[src/hw/rtl/epmq_pkg.sv]
`timescale 1ns / 1ps

package epmq_pkg;

   // Time base and command codes
   localparam logic [31:0] MS_PER_SECOND = 32'd1000;
   localparam logic        CMD_ADD       = 1'b0;
   localparam logic        CMD_SERVE     = 1'b1;

   // Configuration space: one register, selected when address bit 2 is clear
   localparam int          CSR_ADDR_W        = 3;
   localparam logic        REG_SPEECH_ENABLE = 1'b0;

   // One input item
   typedef struct packed {
      logic              cmd;
      logic [15:0]       entry_handle;
      logic signed [7:0] entry_priority;
      logic [15:0]       validity_seconds;
      logic [31:0]       now_ms;
      logic              sink_ready;
   } req_type;

   // One result item
   typedef struct packed {
      logic              spoke;
      logic [15:0]       spoken_handle;
      logic signed [7:0] spoken_priority;
      logic [4:0]        pending_count;
      logic              retry_request;
      logic              add_dropped;
   } rsp_type;

   // One queue slot
   typedef struct packed {
      logic [15:0]       handle;
      logic signed [7:0] priority_val;
      logic [31:0]       expiry;
   } entry_type;

   // Controller to datapath
   typedef struct packed {
      logic load;
      logic item_en;
      logic add;
      logic scan;
      logic shift_mode;
      logic pop;
      logic finish;
   } cmd_type;

   // Datapath to controller
   typedef struct packed {
      logic scan_done;
      logic pop_take;
   } sts_type;

endpackage

[src/hw/rtl/expiring_priority_message_queue.sv]
`timescale 1ns / 1ps
// Sequence: a disabled item goes straight to its report; an enabled item runs an
// optional add, a purge scan over every stored entry, a pop, and a scan that moves
// the entries after the popped one down, through the one-port-each-way slot memory.
// Throughput: one item at a time; busy drops in the cycle the result strobes.
// Reset (synchronous): queue empty, speech_enable 0; the receiver cannot stall.
module expiring_priority_message_queue #(
   parameter int QUEUE_DEPTH = 16
) (
   input  logic                                clock,
   input  logic                                reset,
   // Item channel
   input  logic                                start,
   output logic                                busy,
   input  epmq_pkg::req_type                   req_data,
   output logic                                rsp_valid,
   output epmq_pkg::rsp_type                   rsp_data,
   // Configuration
   input  logic                                psel,
   input  logic                                penable,
   input  logic                                pwrite,
   input  logic [epmq_pkg::CSR_ADDR_W-1:0]     paddr,
   input  logic [31:0]                         pwdata,
   output logic [31:0]                         prdata,
   output logic                                pready
);

   epmq_pkg::cmd_type cmd;
   epmq_pkg::sts_type sts;
   logic              speech_enable_ff;
   logic              speech_enable_in;
   logic              reg_hit;

   // Enable register
   assign reg_hit = (paddr[2] == epmq_pkg::REG_SPEECH_ENABLE);
   assign pready  = 1'b1;
   assign prdata  = reg_hit ? {31'd0, speech_enable_ff} : 32'd0;

   always_comb begin
      speech_enable_in = speech_enable_ff;
      if (psel && penable && pwrite && reg_hit) begin
         speech_enable_in = pwdata[0];
      end
   end

   always_ff @(posedge clock) begin
      if (reset) begin
         speech_enable_ff <= 1'b0;
      end else begin
         speech_enable_ff <= speech_enable_in;
      end
   end

   epmq_ctrl u_ctrl (
      .clock         (clock),
      .reset         (reset),
      .start         (start),
      .req_cmd       (req_data.cmd),
      .speech_enable (speech_enable_ff),
      .sts           (sts),
      .cmd           (cmd),
      .busy          (busy)
   );

   epmq_dp #(
      .QUEUE_DEPTH (QUEUE_DEPTH)
   ) u_dp (
      .clock     (clock),
      .reset     (reset),
      .req_data  (req_data),
      .cmd       (cmd),
      .sts       (sts),
      .rsp_valid (rsp_valid),
      .rsp_data  (rsp_data)
   );

`ifndef ASSERT_OFF
   a_accept_busy: assert property (@(posedge clock) disable iff (reset)
      (start && !busy) |=> busy)
      else $error("item accepted but block not busy");

   a_rsp_idle: assert property (@(posedge clock) disable iff (reset)
      rsp_valid |-> !busy)
      else $error("result strobed while still working");

   a_rsp_single: assert property (@(posedge clock) disable iff (reset)
      rsp_valid |=> !rsp_valid)
      else $error("result strobe longer than one cycle");

   a_no_pop_zero: assert property (@(posedge clock) disable iff (reset)
      (rsp_valid && !rsp_data.spoke) |-> (rsp_data.spoken_handle == 16'd0))
      else $error("handle reported without a pop");
`endif

endmodule

[src/hw/rtl/epmq_ctrl.sv]
`timescale 1ns / 1ps

module epmq_ctrl (
   input  logic                  clock,
   input  logic                  reset,
   input  logic                  start,
   input  logic                  req_cmd,
   input  logic                  speech_enable,
   input  epmq_pkg::sts_type     sts,
   output epmq_pkg::cmd_type     cmd,
   output logic                  busy
);

   localparam logic [2:0] ST_IDLE  = 3'd0;
   localparam logic [2:0] ST_ADD   = 3'd1;
   localparam logic [2:0] ST_PURGE = 3'd2;
   localparam logic [2:0] ST_POP   = 3'd3;
   localparam logic [2:0] ST_SHIFT = 3'd4;
   localparam logic [2:0] ST_FIN   = 3'd5;

   logic [2:0] state_ff;
   logic [2:0] state_in;

   // Sequencer: add if asked, purge scan, pop, close gap if popped, report; disabled items only report
   always_comb begin
      state_in = state_ff;
      cmd      = '0;
      unique case (state_ff)
         ST_IDLE: begin
            if (start) begin
               cmd.load    = 1'b1;
               cmd.item_en = speech_enable;
               if (!speech_enable) begin
                  state_in = ST_FIN;
               end else if (req_cmd == epmq_pkg::CMD_ADD) begin
                  state_in = ST_ADD;
               end else begin
                  state_in = ST_PURGE;
               end
            end
         end
         ST_ADD: begin
            cmd.add  = 1'b1;
            state_in = ST_PURGE;
         end
         ST_PURGE: begin
            cmd.scan = 1'b1;
            if (sts.scan_done) begin
               state_in = ST_POP;
            end
         end
         ST_POP: begin
            cmd.pop  = 1'b1;
            state_in = sts.pop_take ? ST_SHIFT : ST_FIN;
         end
         ST_SHIFT: begin
            cmd.scan       = 1'b1;
            cmd.shift_mode = 1'b1;
            if (sts.scan_done) begin
               state_in = ST_FIN;
            end
         end
         ST_FIN: begin
            cmd.finish = 1'b1;
            state_in   = ST_IDLE;
         end
         default: begin
            state_in = ST_IDLE;
         end
      endcase
   end

   always_ff @(posedge clock) begin
      if (reset) begin
         state_ff <= ST_IDLE;
      end else begin
         state_ff <= state_in;
      end
   end

   assign busy = (state_ff != ST_IDLE);

endmodule

[src/hw/rtl/epmq_dp.sv]
`timescale 1ns / 1ps

module epmq_dp #(
   parameter int QUEUE_DEPTH = 16
) (
   input  logic                  clock,
   input  logic                  reset,
   input  epmq_pkg::req_type     req_data,
   input  epmq_pkg::cmd_type     cmd,
   output epmq_pkg::sts_type     sts,
   output logic                  rsp_valid,
   output epmq_pkg::rsp_type     rsp_data
);

   localparam int AW = $clog2(QUEUE_DEPTH);
   localparam int CW = $clog2(QUEUE_DEPTH + 1);
   localparam logic [CW-1:0] DEPTH_C = CW'(QUEUE_DEPTH);

   // Slot store
   epmq_pkg::entry_type mem [QUEUE_DEPTH];
   epmq_pkg::entry_type mem_q;
   epmq_pkg::entry_type wdata;
   logic                we;
   logic [AW-1:0]       waddr;
   logic [AW-1:0]       raddr;

   epmq_pkg::req_type   req_ff, req_in;
   logic [CW-1:0]       count_ff, count_in;
   logic [CW-1:0]       lim_ff, lim_in;
   logic [CW-1:0]       rd_idx_ff, rd_idx_in;
   logic [CW-1:0]       wr_idx_ff, wr_idx_in;
   logic                rd_vld_ff, rd_vld_in;
   logic signed [7:0]   best_ff, best_in;
   logic [AW-1:0]       sel_idx_ff, sel_idx_in;
   logic [15:0]         sel_handle_ff, sel_handle_in;
   logic signed [7:0]   sel_prio_ff, sel_prio_in;
   logic                en_ff, en_in;
   logic                spoke_ff, spoke_in;
   logic                dropped_ff, dropped_in;
   logic                rsp_valid_ff, rsp_valid_in;
   epmq_pkg::rsp_type   rsp_ff, rsp_in;

   logic                rd_go;
   logic                keep;
   logic                take;
   logic [31:0]         age;
   logic                expired;

   // Wrapping expiry test: expired when expiry lies up to 2^31-1 ms back
   assign age     = req_ff.now_ms - mem_q.expiry;
   assign expired = (age != 32'd0) && !age[31];
   assign keep    = cmd.shift_mode || !expired;
   assign rd_go   = (rd_idx_ff != lim_ff);
   assign raddr   = rd_idx_ff[AW-1:0];
   assign take    = (wr_idx_ff != '0) && req_ff.sink_ready;

   assign sts.scan_done = (rd_idx_ff == lim_ff) && !rd_vld_ff;
   assign sts.pop_take  = take;

   always_comb begin
      req_in        = req_ff;
      count_in      = count_ff;
      lim_in        = lim_ff;
      rd_idx_in     = rd_idx_ff;
      wr_idx_in     = wr_idx_ff;
      rd_vld_in     = 1'b0;
      best_in       = best_ff;
      sel_idx_in    = sel_idx_ff;
      sel_handle_in = sel_handle_ff;
      sel_prio_in   = sel_prio_ff;
      en_in         = en_ff;
      spoke_in      = spoke_ff;
      dropped_in    = dropped_ff;
      rsp_valid_in  = 1'b0;
      rsp_in        = rsp_ff;
      we            = 1'b0;
      waddr         = wr_idx_ff[AW-1:0];
      wdata         = mem_q;

      // Take the item and arm the purge scan
      if (cmd.load) begin
         req_in     = req_data;
         en_in      = cmd.item_en;
         lim_in     = count_ff;
         rd_idx_in  = '0;
         wr_idx_in  = '0;
         best_in    = '0;
         sel_idx_in = '0;
         spoke_in   = 1'b0;
         dropped_in = 1'b0;
      end

      // Append the new entry unless full
      if (cmd.add) begin
         if (count_ff != DEPTH_C) begin
            we           = 1'b1;
            waddr        = count_ff[AW-1:0];
            wdata.handle = req_ff.entry_handle;
            wdata.priority_val = req_ff.entry_priority;
            wdata.expiry = req_ff.now_ms + 32'(req_ff.validity_seconds)
                           * epmq_pkg::MS_PER_SECOND;
            count_in     = count_ff + 1'b1;
            lim_in       = count_ff + 1'b1;
         end else begin
            dropped_in   = 1'b1;
         end
      end

      // Streaming copy: read ahead, write kept entries down
      if (cmd.scan) begin
         if (rd_go) begin
            rd_idx_in = rd_idx_ff + 1'b1;
         end
         rd_vld_in = rd_go;
         if (rd_vld_ff && keep) begin
            we        = 1'b1;
            waddr     = wr_idx_ff[AW-1:0];
            wdata     = mem_q;
            wr_idx_in = wr_idx_ff + 1'b1;
            // Earliest highest priority above zero, else the first entry
            if (!cmd.shift_mode) begin
               if (mem_q.priority_val > best_ff) begin
                  best_in       = mem_q.priority_val;
                  sel_idx_in    = wr_idx_ff[AW-1:0];
                  sel_handle_in = mem_q.handle;
                  sel_prio_in   = mem_q.priority_val;
               end else if (wr_idx_ff == '0) begin
                  sel_idx_in    = '0;
                  sel_handle_in = mem_q.handle;
                  sel_prio_in   = mem_q.priority_val;
               end
            end
         end
      end

      // Settle the count and arm the gap-closing scan
      if (cmd.pop) begin
         lim_in    = wr_idx_ff;
         count_in  = wr_idx_ff - CW'(take);
         spoke_in  = take;
         rd_idx_in = CW'(sel_idx_ff) + 1'b1;
         wr_idx_in = CW'(sel_idx_ff);
      end

      // Report
      if (cmd.finish) begin
         rsp_valid_in           = 1'b1;
         rsp_in.spoke           = spoke_ff;
         rsp_in.spoken_handle   = spoke_ff ? sel_handle_ff : 16'd0;
         rsp_in.spoken_priority = spoke_ff ? sel_prio_ff : 8'sd0;
         rsp_in.pending_count   = 5'(count_ff);
         rsp_in.retry_request   = en_ff && (count_ff != '0);
         rsp_in.add_dropped     = dropped_ff;
      end
   end

   // Slot memory, registered read
   always_ff @(posedge clock) begin
      if (we) begin
         mem[waddr] <= wdata;
      end
      mem_q <= mem[raddr];
   end

   always_ff @(posedge clock) begin
      if (reset) begin
         count_ff     <= '0;
         rd_vld_ff    <= 1'b0;
         rsp_valid_ff <= 1'b0;
      end else begin
         count_ff     <= count_in;
         rd_vld_ff    <= rd_vld_in;
         rsp_valid_ff <= rsp_valid_in;
      end
   end

   always_ff @(posedge clock) begin
      req_ff        <= req_in;
      lim_ff        <= lim_in;
      rd_idx_ff     <= rd_idx_in;
      wr_idx_ff     <= wr_idx_in;
      best_ff       <= best_in;
      sel_idx_ff    <= sel_idx_in;
      sel_handle_ff <= sel_handle_in;
      sel_prio_ff   <= sel_prio_in;
      en_ff         <= en_in;
      spoke_ff      <= spoke_in;
      dropped_ff    <= dropped_in;
      rsp_ff        <= rsp_in;
   end

   assign rsp_valid = rsp_valid_ff;
   assign rsp_data  = rsp_ff;

endmodule
[config.mk]
export PLATFORM = sky130hd
export DESIGN_NAME = expiring_priority_message_queue
export DESIGN_NICKNAME = d
export VERILOG_FILES = /design/src/hw/rtl/epmq_pkg.sv /design/src/hw/rtl/expiring_priority_message_queue.sv /design/src/hw/rtl/epmq_ctrl.sv /design/src/hw/rtl/epmq_dp.sv
export SDC_FILE = /design/constraint.sdc
export NUM_CORES = 1
export LEC_CHECK = 0
export BUFFER_PORTS_ARGS = -buffer_cell sky130_fd_sc_hd__buf_4
export CORE_ASPECT_RATIO = 1.25
export CORE_UTILIZATION = 27
export CTS_BUF_LIST = sky130_fd_sc_hd__clkbuf_4 sky130_fd_sc_hd__clkbuf_8
export CTS_CLUSTER_SIZE = 30
export DETAILED_ROUTE_END_ITERATION = 10
export GPL_TIMING_DRIVEN = 0
export PLACE_DENSITY_LB_ADDON = 0.25
export SLEW_MARGIN = 20
export SYNTH_ARGS = -nofsm -noshare
export SYNTH_HDL_FRONTEND = slang
export SYNTH_SLANG_ARGS = --single-unit
[constraint.sdc]
create_clock -name clock -period 7.95 [get_ports clock]
set_input_delay 2.385 -clock clock [delete_from_list [all_inputs] [get_ports clock]]
set_output_delay 2.385 -clock clock [all_outputs]
set_load 0.02 [all_outputs]
Word-level counts from Yosys, hierarchy flattened
Memories as Yosys holds them, arrays and structs flattened. A register that Yosys moved wholly into a read port is not among the register bits.
Index checks and enable logic that the tools add are counted.
- flip-flop bits (word level): 170
- output and inout bits: 67
- logic and storage cells: 144
- bits in writable memories: 896
- memories: 1
- input bits: 115
- memories (memory ; depth ; width ; rd ports ; clocked after Yosys merged registers in ; write ports ; RTL line ; source):
    u_dp.mem ; 16 ; 56 ; 1 ; 1 ; 1 ; epmq_dp.sv:20 ; epmq_pkg::entry_type mem [QUEUE_DEPTH];
- add/subtract/negate cells: 7
- reductions and logical operators: 28
- multiplexer cells: 65
- multipliers: 1
- eq/ne operators: 11
- order comparisons: 1
- bitwise gates (word level): 3
- operators with widths (cell ; count):
    56-bit two-way mux ; 4
    5-bit two-way mux ; 14
    8-bit two-way mux ; 7
    4-bit two-way mux ; 11
    32-bit by 26-bit adder with 32-bit output ; 1
    16-bit two-way mux ; 2
    32-bit nonzero test ; 1
    32-bit subtractor ; 1
    16-bit by 7-bit multiplier with 23-bit output, second input constant ; 1
    1-bit two-way mux ; 19
    5-bit by 1-bit adder with 5-bit output, second input constant ; 3
    3-bit one-hot mux with 5 select lines ; 1
    3-bit two-way mux ; 4
    5-bit nonzero test ; 2
    8-bit > comparator ; 1
    1-bit logical AND ; 8
    2-bit nonzero test ; 4
    3-bit by 2-bit equality test with 1-bit output, second input constant ; 2
    3-bit equality test, second input constant ; 2
    2-bit two-way mux ; 3
    2-bit != test, second input constant ; 3
    4-bit by 1-bit adder with 5-bit output, second input constant ; 1
    5-bit equality test ; 1
    5-bit logical NOT ; 1
    13 further kinds ; 19

Longest topological paths before layout
- depth in word-level cells: 10
- depth in mapped cells: 26
- gate-level depth less buffers: 26

Modules after synthesis
Synthesis repeated with hierarchy kept, for this count alone.
- cells, all modules: 2722
- area total of the unflattened synthesis: 48345.1 µm²
- by module, submodules not included (module ; area each (µm²) ; times used ; cells an instance ; seq. area each (µm²)):
    epmq_dp ; 47772.1 ; 1 ; 2649 ; 32661.3
    expiring_priority_message_queue ; 309.0 ; 1 ; 40 ; 20.0
    epmq_ctrl ; 264.0 ; 1 ; 33 ; 60.1

Least setup slack after synthesis
OpenSTA, ideal clock, no wires.
- kind: register to register
- from: reg u_dp.req_ff[1] (netlist name)
- to: mem u_dp.mem[1][0] (netlist name), enable pin
- setup time: 0.539 ns
- arrival: 7.183 ns
- path buffers: 0
- period minus slack after synthesis: 7.722 ns
- cell stages (with the launch flop): 15
- setup slack: 0.228 ns
- path through: edfxtp_1 > inv_1 > ha_1 > fa_1 > xor2_1 > o2111ai_1 > or3_1 > a2111oi_2 > o2111ai_1 > nor4_1 > nand4b_1 > nor4_2 > a21oi_2 > o32a_1 > nor3_1
- word-level cells in the longest chain between the ends: 10
- elaborated cells on any way between the ends: 13
- those cells by class: 1 x add/sub; 6 x mux; 6 x reduce/logical
- RTL lines (what ; RTL line ; source):
    from (decl) ; epmq_dp.sv:27 ; epmq_pkg::req_type req_ff, req_in;
    from (signal assigned) ; epmq_dp.sv:178 ; req_ff <= req_in;
    32-bit subtractor (*) ; epmq_dp.sv:50 ; assign age = req_ff.now_ms - mem_q.expiry;
    32-bit nonzero test or 1-bit logical NOT (tied branches) ; epmq_dp.sv:51 ; assign expired = (age != 32'd0) && !age[31];
    1-bit logical AND (*) ; epmq_dp.sv:51 ;
    1-bit logical NOT (*) ; epmq_dp.sv:52 ; assign keep = cmd.shift_mode || !expired;
    1-bit logical OR (*) ; epmq_dp.sv:52 ;
    1-bit logical AND (*) ; epmq_dp.sv:115 ; if (rd_vld_ff && keep) begin
    1-bit two-way mux ; epmq_dp.sv:115 ;
    1-bit two-way mux ; epmq_dp.sv:110 ; if (cmd.scan) begin
    1-bit two-way mux ; epmq_dp.sv:159 ; if (we) begin
    1-bit two-way mux (implied by the code) ; epmq_dp.sv:160 ; mem[waddr] <= wdata;
    to (decl) ; epmq_dp.sv:20 ;
Every way passes the cells marked *; elsewhere a longest branch is shown, timed or not.

==> flow_summary.html <==
<table>
<tr><th>Metric</th><th>Value</th></tr>
<tr><th colspan="2">Outcome</th></tr>
<tr><td>Run status</td><td>finished, violations left</td></tr>
<tr><td>Failing checks</td><td>design-rule violations</td></tr>
<tr><th colspan="2">Job</th></tr>
<tr><td>Max-cap violations</td><td>0</td></tr>
<tr><th colspan="2">Global routing</th></tr>
<tr><td>Wire length of the first global-routing pass</td><td>204400 microns</td></tr>
<tr><td>Met3 Resource Use GR</td><td>0.02507</td></tr>
<tr><td>Number of antenna violations at the first check in global routing</td><td>3</td></tr>
<tr><td>Met2 Use GR</td><td>0.2693</td></tr>
<tr><td>Top Usage Layer GRT</td><td>met2</td></tr>
<tr><td>GRT Overall Usage</td><td>0.1522</td></tr>
<tr><td>Number of global-route vias before repair</td><td>30.55k</td></tr>
<tr><td>Pin count of the biggest net entering global routing</td><td>54</td></tr>
<tr><td>GR Util met1</td><td>0.1874</td></tr>
<tr><td>GR Overflow Total</td><td>0</td></tr>
<tr><th colspan="2">Worst setup path</th></tr>
<tr><td>R2r endpoint</td><td>u_dp.mem[5][31]$_DFFE_PP_</td></tr>
<tr><td>Worst-path cell with the longest stage delay</td><td>sky130_fd_sc_hd__nand3_1</td></tr>
<tr><td>Reg-to-reg slack, setup</td><td>610 ps</td></tr>
<tr><td>Startpoint of the worst setup timing path</td><td>u_dp.req_ff[33]$_DFFE_PP_</td></tr>
<tr><td>Worst Setup End Kind</td><td>flip-flop</td></tr>
<tr><td>Most Frequent Cell on Critical Path</td><td>sky130_fd_sc_hd__fa_1</td></tr>
<tr><td>CP delay by family, top</td><td>adder cells</td></tr>
<tr><td>R2R depth</td><td>24</td></tr>
<tr><td>Maximum single-stage delay on the critical path</td><td>620 ps</td></tr>
<tr><td>Worst setup path class</td><td>reg2reg</td></tr>
<tr><td>Data arrival time of the worst path</td><td>7720 ps</td></tr>
<tr><td>Highest fanout seen on the critical path</td><td>16</td></tr>
<tr><td>WP buf/inv</td><td>2</td></tr>
<tr><td>Beginning of the worst register-to-register path</td><td>u_dp.req_ff[33]$_DFFE_PP_</td></tr>
<tr><td>Critical Path RT</td><td>8330 ps</td></tr>
<tr><td>Startpoint types</td><td>flip-flop</td></tr>
<tr><td>List of cells traversed by the critical path</td><td>fa_1 &gt; inv_1 &gt; fa_1 &gt; fa_1 &gt; fa_1 &gt; inv_1 &gt; ha_1 &gt; o21ai_0 &gt; a21boi_0 &gt; o21ai_0 &gt; a21oi_1 &gt; o2111ai_1 &gt; nand2_1 &gt; o21ai_0 &gt; nand2b_1 &gt; xor2_1 &gt; ha_1 &gt; nand3_1 &gt; a31oi_1 &gt; o211ai_1 &gt; a21oi_1 &gt; a31oi_1 &gt; o211ai_1 &gt; nand3_1</td></tr>
<tr><th colspan="2">Route</th></tr>
<tr><td>Average detailed-routed wire length per instance</td><td>22.52 microns</td></tr>
<tr><td>DRC violation count after routing</td><td>42</td></tr>
<tr><td>First-pass iteration count of the detailed router</td><td>8</td></tr>
<tr><td>Detail Route Antenna Nets</td><td>0</td></tr>
<tr><td>Detailed Route WL</td><td>140100 microns</td></tr>
<tr><td>Total via count in the routed design</td><td>29.31k</td></tr>
<tr><td>Number of design-rule violations left by the first detailed-router iteration</td><td>2037</td></tr>
<tr><td>Detail-routed via count per cell</td><td>4.712</td></tr>
<tr><th colspan="2">Synthesis</th></tr>
<tr><td>Combinational family with the most area after synthesis</td><td>multiplexers</td></tr>
<tr><td>Post-synthesis adder-cell area fraction</td><td>0.05500</td></tr>
<tr><td>Mapped Avg Cell Area</td><td>15.17 sq um</td></tr>
<tr><td>Sequential area share after synthesis</td><td>0.6676</td></tr>
<tr><td>Xor/xnor cell area share of the yosys netlist</td><td>0.01161</td></tr>
<tr><td>YS warnings</td><td>0</td></tr>
<tr><td>Main flop type after synthesis</td><td>sky130_fd_sc_hd__edfxtp_1</td></tr>
<tr><td>Post-synthesis mux area share</td><td>0.1017</td></tr>
<tr><td>Post-synthesis register bit count</td><td>1122</td></tr>
<tr><td>Number of synthesized flops with an enable pin</td><td>1027</td></tr>
<tr><td>Post-synthesis async set-or-reset flop share</td><td>0</td></tr>
<tr><td>Post-synthesis cell area</td><td>49040 sq um</td></tr>
<tr><td>Count of cell types in the netlist</td><td>91</td></tr>
<tr><td>Complex-gate fraction of the synthesized area</td><td>0.08317</td></tr>
<tr><td>Mapped Cells</td><td>3234</td></tr>
<tr><td>Basic-gate share of the synthesized area counting and, or, nand and nor cells</td><td>0.05130</td></tr>
<tr><th colspan="2">Floorplanning</th></tr>
<tr><td>Horiz. Die Dim</td><td>383.2 microns</td></tr>
<tr><td>Core area</td><td>180000 sq um</td></tr>
<tr><td>Top-level port count</td><td>182</td></tr>
<tr><td>Num rows</td><td>174</td></tr>
<tr><td>Effective utilization at floorplan</td><td>0.2724</td></tr>
<tr><td>Total Die Area</td><td>183400 sq um</td></tr>
<tr><td>Chip Height</td><td>478.5 microns</td></tr>
<tr><th colspan="2">Clock network</th></tr>
<tr><td>Clock root buffer</td><td>sky130_fd_sc_hd__clkbuf_8</td></tr>
<tr><td>Number of buffers added for setup after CTS</td><td>0</td></tr>
<tr><td># clock sinks</td><td>1122</td></tr>
<tr><td>Clock latency reported for the late side of the worst-skew pair</td><td>910 ps</td></tr>
<tr><td>H-tree Lvls</td><td>4</td></tr>
<tr><td>Maximum number of buffers from clock root to sink</td><td>3</td></tr>
<tr><td>Clock tree from TritonCTS</td><td>done</td></tr>
<tr><td>CTS buffer count</td><td>191</td></tr>
<tr><td>Post-cts resize count</td><td>0</td></tr>
<tr><td>Clock-pin transition on the worst setup and hold timing paths</td><td>60 ps</td></tr>
<tr><td>Post-cts hold buffer count</td><td>0</td></tr>
<tr><th colspan="2">Timing</th></tr>
<tr><td>Final Setup Violations</td><td>0</td></tr>
<tr><td>Final Critical Period</td><td>7345 ps</td></tr>
<tr><td>Number of endpoints with negative hold slack in the final report</td><td>0</td></tr>
<tr><td>Max-slew violation count</td><td>0</td></tr>
<tr><td>Clock Skews</td><td>37.15 ps</td></tr>
<tr><td>Slew Limit Headroom</td><td>0.2265</td></tr>
<tr><td>RSZ-0062 raised after global routing</td><td>false</td></tr>
<tr><td>Part of the cycle the worst path needs</td><td>0.9239</td></tr>
<tr><td>Slew of the pin with the lowest slew margin</td><td>1160 ps</td></tr>
<tr><td>Max frequency</td><td>136.2 MHz</td></tr>
<tr><th colspan="2">Placement</th></tr>
<tr><td>Post-detail-place hpwl</td><td>98500 microns</td></tr>
<tr><td>Port Buf Inserts</td><td>116</td></tr>
<tr><td>Weighted congestion reported at the end of routability-driven placement</td><td>0.8701</td></tr>
<tr><td># placed instances</td><td>5865</td></tr>
<tr><th colspan="2">Finish</th></tr>
<tr><td>Area growth syn-to-layout</td><td>20.06%</td></tr>
<tr><td>Commonest cells after routing, fill and taps aside</td><td>sky130_fd_sc_hd__edfxtp_1 (1027), sky130_fd_sc_hd__nand2_1 (238), sky130_fd_sc_hd__clkbuf_8 (216)</td></tr>
<tr><td>Commonest non-fill, non-tap cell in the layout</td><td>sky130_fd_sc_hd__edfxtp_1</td></tr>
<tr><td>Final instance count without filler cells</td><td>6221</td></tr>
<tr><td>Final net count</td><td>3979</td></tr>
<tr><td>Ratio of cells with drive above 1 in the final layout</td><td>0.2144</td></tr>
<tr><th colspan="2">Min path</th></tr>
<tr><td>Startpoint of the lowest-slack hold path</td><td>u_dp.mem_q[53]$_DFF_P_</td></tr>
<tr><td>Hold path endpoint</td><td>u_dp.sel_handle_ff[13]$_DFFE_PP_</td></tr>
<tr><td>HP Class</td><td>reg2reg</td></tr>
<tr><td>WHS Path Cells</td><td>0</td></tr>
</table>
==> worst register-to-register path, cell delays in order (launching register included) <==
cell and delay (ps):
sky130_fd_sc_hd__edfxtp_1 500, sky130_fd_sc_hd__fa_1 610, sky130_fd_sc_hd__inv_1 70, sky130_fd_sc_hd__fa_1 560, sky130_fd_sc_hd__fa_1 450, sky130_fd_sc_hd__fa_1 490, sky130_fd_sc_hd__inv_1 50, sky130_fd_sc_hd__ha_1 310
sky130_fd_sc_hd__o21ai_0 120, sky130_fd_sc_hd__a21boi_0 160, sky130_fd_sc_hd__o21ai_0 240, sky130_fd_sc_hd__a21oi_1 160, sky130_fd_sc_hd__o2111ai_1 300, sky130_fd_sc_hd__nand2_1 110, sky130_fd_sc_hd__o21ai_0 190, sky130_fd_sc_hd__nand2b_1 90
sky130_fd_sc_hd__xor2_1 150, sky130_fd_sc_hd__ha_1 360, sky130_fd_sc_hd__nand3_1 100, sky130_fd_sc_hd__a31oi_1 250, sky130_fd_sc_hd__o211ai_1 140, sky130_fd_sc_hd__a21oi_1 380, sky130_fd_sc_hd__a31oi_1 200, sky130_fd_sc_hd__o211ai_1 190
sky130_fd_sc_hd__nand3_1 620
==> cell families after synthesis <==
logic type | Yosys count
mux | 351
simple gates | 545
buf+inv | 338
flops | 1122
xor+xnor | 65
compound gates | 629
other cells | 2
fa+ha+maj | 182
==> stage by stage <==
step | hold WS (ps) | setup slack, ps | instance area [sq um] | util | setup TNS (ps)
2_1_floorplan | 408.1 | 227.8 | 49160 | - | 0
3_3_place_gp | 414.5 | -7267 | 53000 | 0.2944 | -3844200
3_5_place_dp | 416.8 | 426.9 | 54870 | 0.3047 | 0
4_1_cts | 425.5 | 357.3 | 58860 | 0.3269 | 0
5_1_grt | 442.5 | 119.9 | 58880 | 0.3270 | 0
6_report | 419.9 | 605.3 | 58880 | 0.3270 | 0
==> layout make-up <==
| type | count | area [sq um] |
|---|---|---|
| fillers | 17570 | 121200 |
| well taps | 2376 | 2973 |
| flip-flops and latches | 1122 | 32740 |
| plain buffers | 176 | 860.8 |
| diodes | 2 | 5.005 |
| clock inverters | 66 | 479.2 |
| inverters | 162 | 613.1 |
| repair buffers | 225 | 2530 |
| multi-input cells | 1804 | 15170 |
| clock buffers | 288 | 3513 |
==> synthesized netlist by cell type, types with 11 or more instances <==
master / number / area [sq um]
sky130_fd_sc_hd__o211ai_1: 15 / 112.6
sky130_fd_sc_hd__nand2b_1: 19 / 118.9
sky130_fd_sc_hd__mux4_2: 112 / 2522
sky130_fd_sc_hd__buf_4: 38 / 285.3
sky130_fd_sc_hd__a31oi_1: 13 / 81.33
sky130_fd_sc_hd__nor2b_1: 13 / 81.33
sky130_fd_sc_hd__o21ai_0: 199 / 996.0
sky130_fd_sc_hd__mux2i_1: 181 / 1812
sky130_fd_sc_hd__inv_1: 159 / 596.8
sky130_fd_sc_hd__nand3_1: 47 / 235.2
sky130_fd_sc_hd__xnor2_1: 35 / 306.5
sky130_fd_sc_hd__nand4_1: 14 / 87.58
sky130_fd_sc_hd__a22oi_1: 57 / 427.9
sky130_fd_sc_hd__a211oi_1: 13 / 97.59
sky130_fd_sc_hd__dfxtp_1: 95 / 1902
sky130_fd_sc_hd__and2_1: 32 / 200.2
sky130_fd_sc_hd__buf_1: 25 / 93.84
sky130_fd_sc_hd__nor2_1: 96 / 360.4
sky130_fd_sc_hd__nand2_1: 238 / 893.4
sky130_fd_sc_hd__clkbuf_1: 108 / 405.4
sky130_fd_sc_hd__nor3_1: 32 / 160.2
sky130_fd_sc_hd__fa_1: 56 / 1121
sky130_fd_sc_hd__xor2_1: 30 / 262.8
sky130_fd_sc_hd__ha_1: 126 / 1577
sky130_fd_sc_hd__a221oi_1: 57 / 499.2
sky130_fd_sc_hd__and3_1: 17 / 106.4
sky130_fd_sc_hd__mux2_2: 56 / 630.6
sky130_fd_sc_hd__a21o_1: 29 / 217.7
sky130_fd_sc_hd__o21a_1: 11 / 82.58
sky130_fd_sc_hd__a21oi_1: 134 / 670.6
sky130_fd_sc_hd__edfxtp_1: 1027 / 30840
==> state kept, by name (all words and copies together), names as in the netlist, 3 cells and up <==
register,flops
u_ctrl.state_ff,3
u_dp.best_ff,8
u_dp.count_ff,5
u_dp.lim_ff,5
u_dp.mem,896
u_dp.mem_q,56
u_dp.rd_idx_ff,5
u_dp.req_ff,73
u_dp.rsp_data,32
u_dp.sel_handle_ff,16
u_dp.sel_idx_ff,4
u_dp.sel_prio_ff,8
u_dp.wr_idx_ff,5
==> per-layer routing <==
metal  up-vias  routed length [microns]  share of wire
met5         -                        0              0
met4         0                     3707          0.026
met3       225                     6303          0.045
met2       763                    71430           0.51
met1     14970                    58660           0.42
li1      13360                        -              -
==> how the worst max path moves through the flow <==
stage | to | slack [ps] | cells after the start
after floorplan | u_dp.mem[1][0]$_DFFE_PP_ | 230 | 14
after global placement | u_dp.mem[1][2]$_DFFE_PP_ | -7270 | 13
after detailed placement | u_dp.mem[0][31]$_DFFE_PP_ | 430 | 22
after CTS | u_dp.mem[5][31]$_DFFE_PP_ | 360 | 22
after global routing | u_dp.mem[11][30]$_DFFE_PP_ | 120 | 26
final | u_dp.mem[5][31]$_DFFE_PP_ | 610 | 24
Power is left out: the tool's default activity adds up to more than one toggle a clock period on the data nets, which glitch-free logic cannot reach.
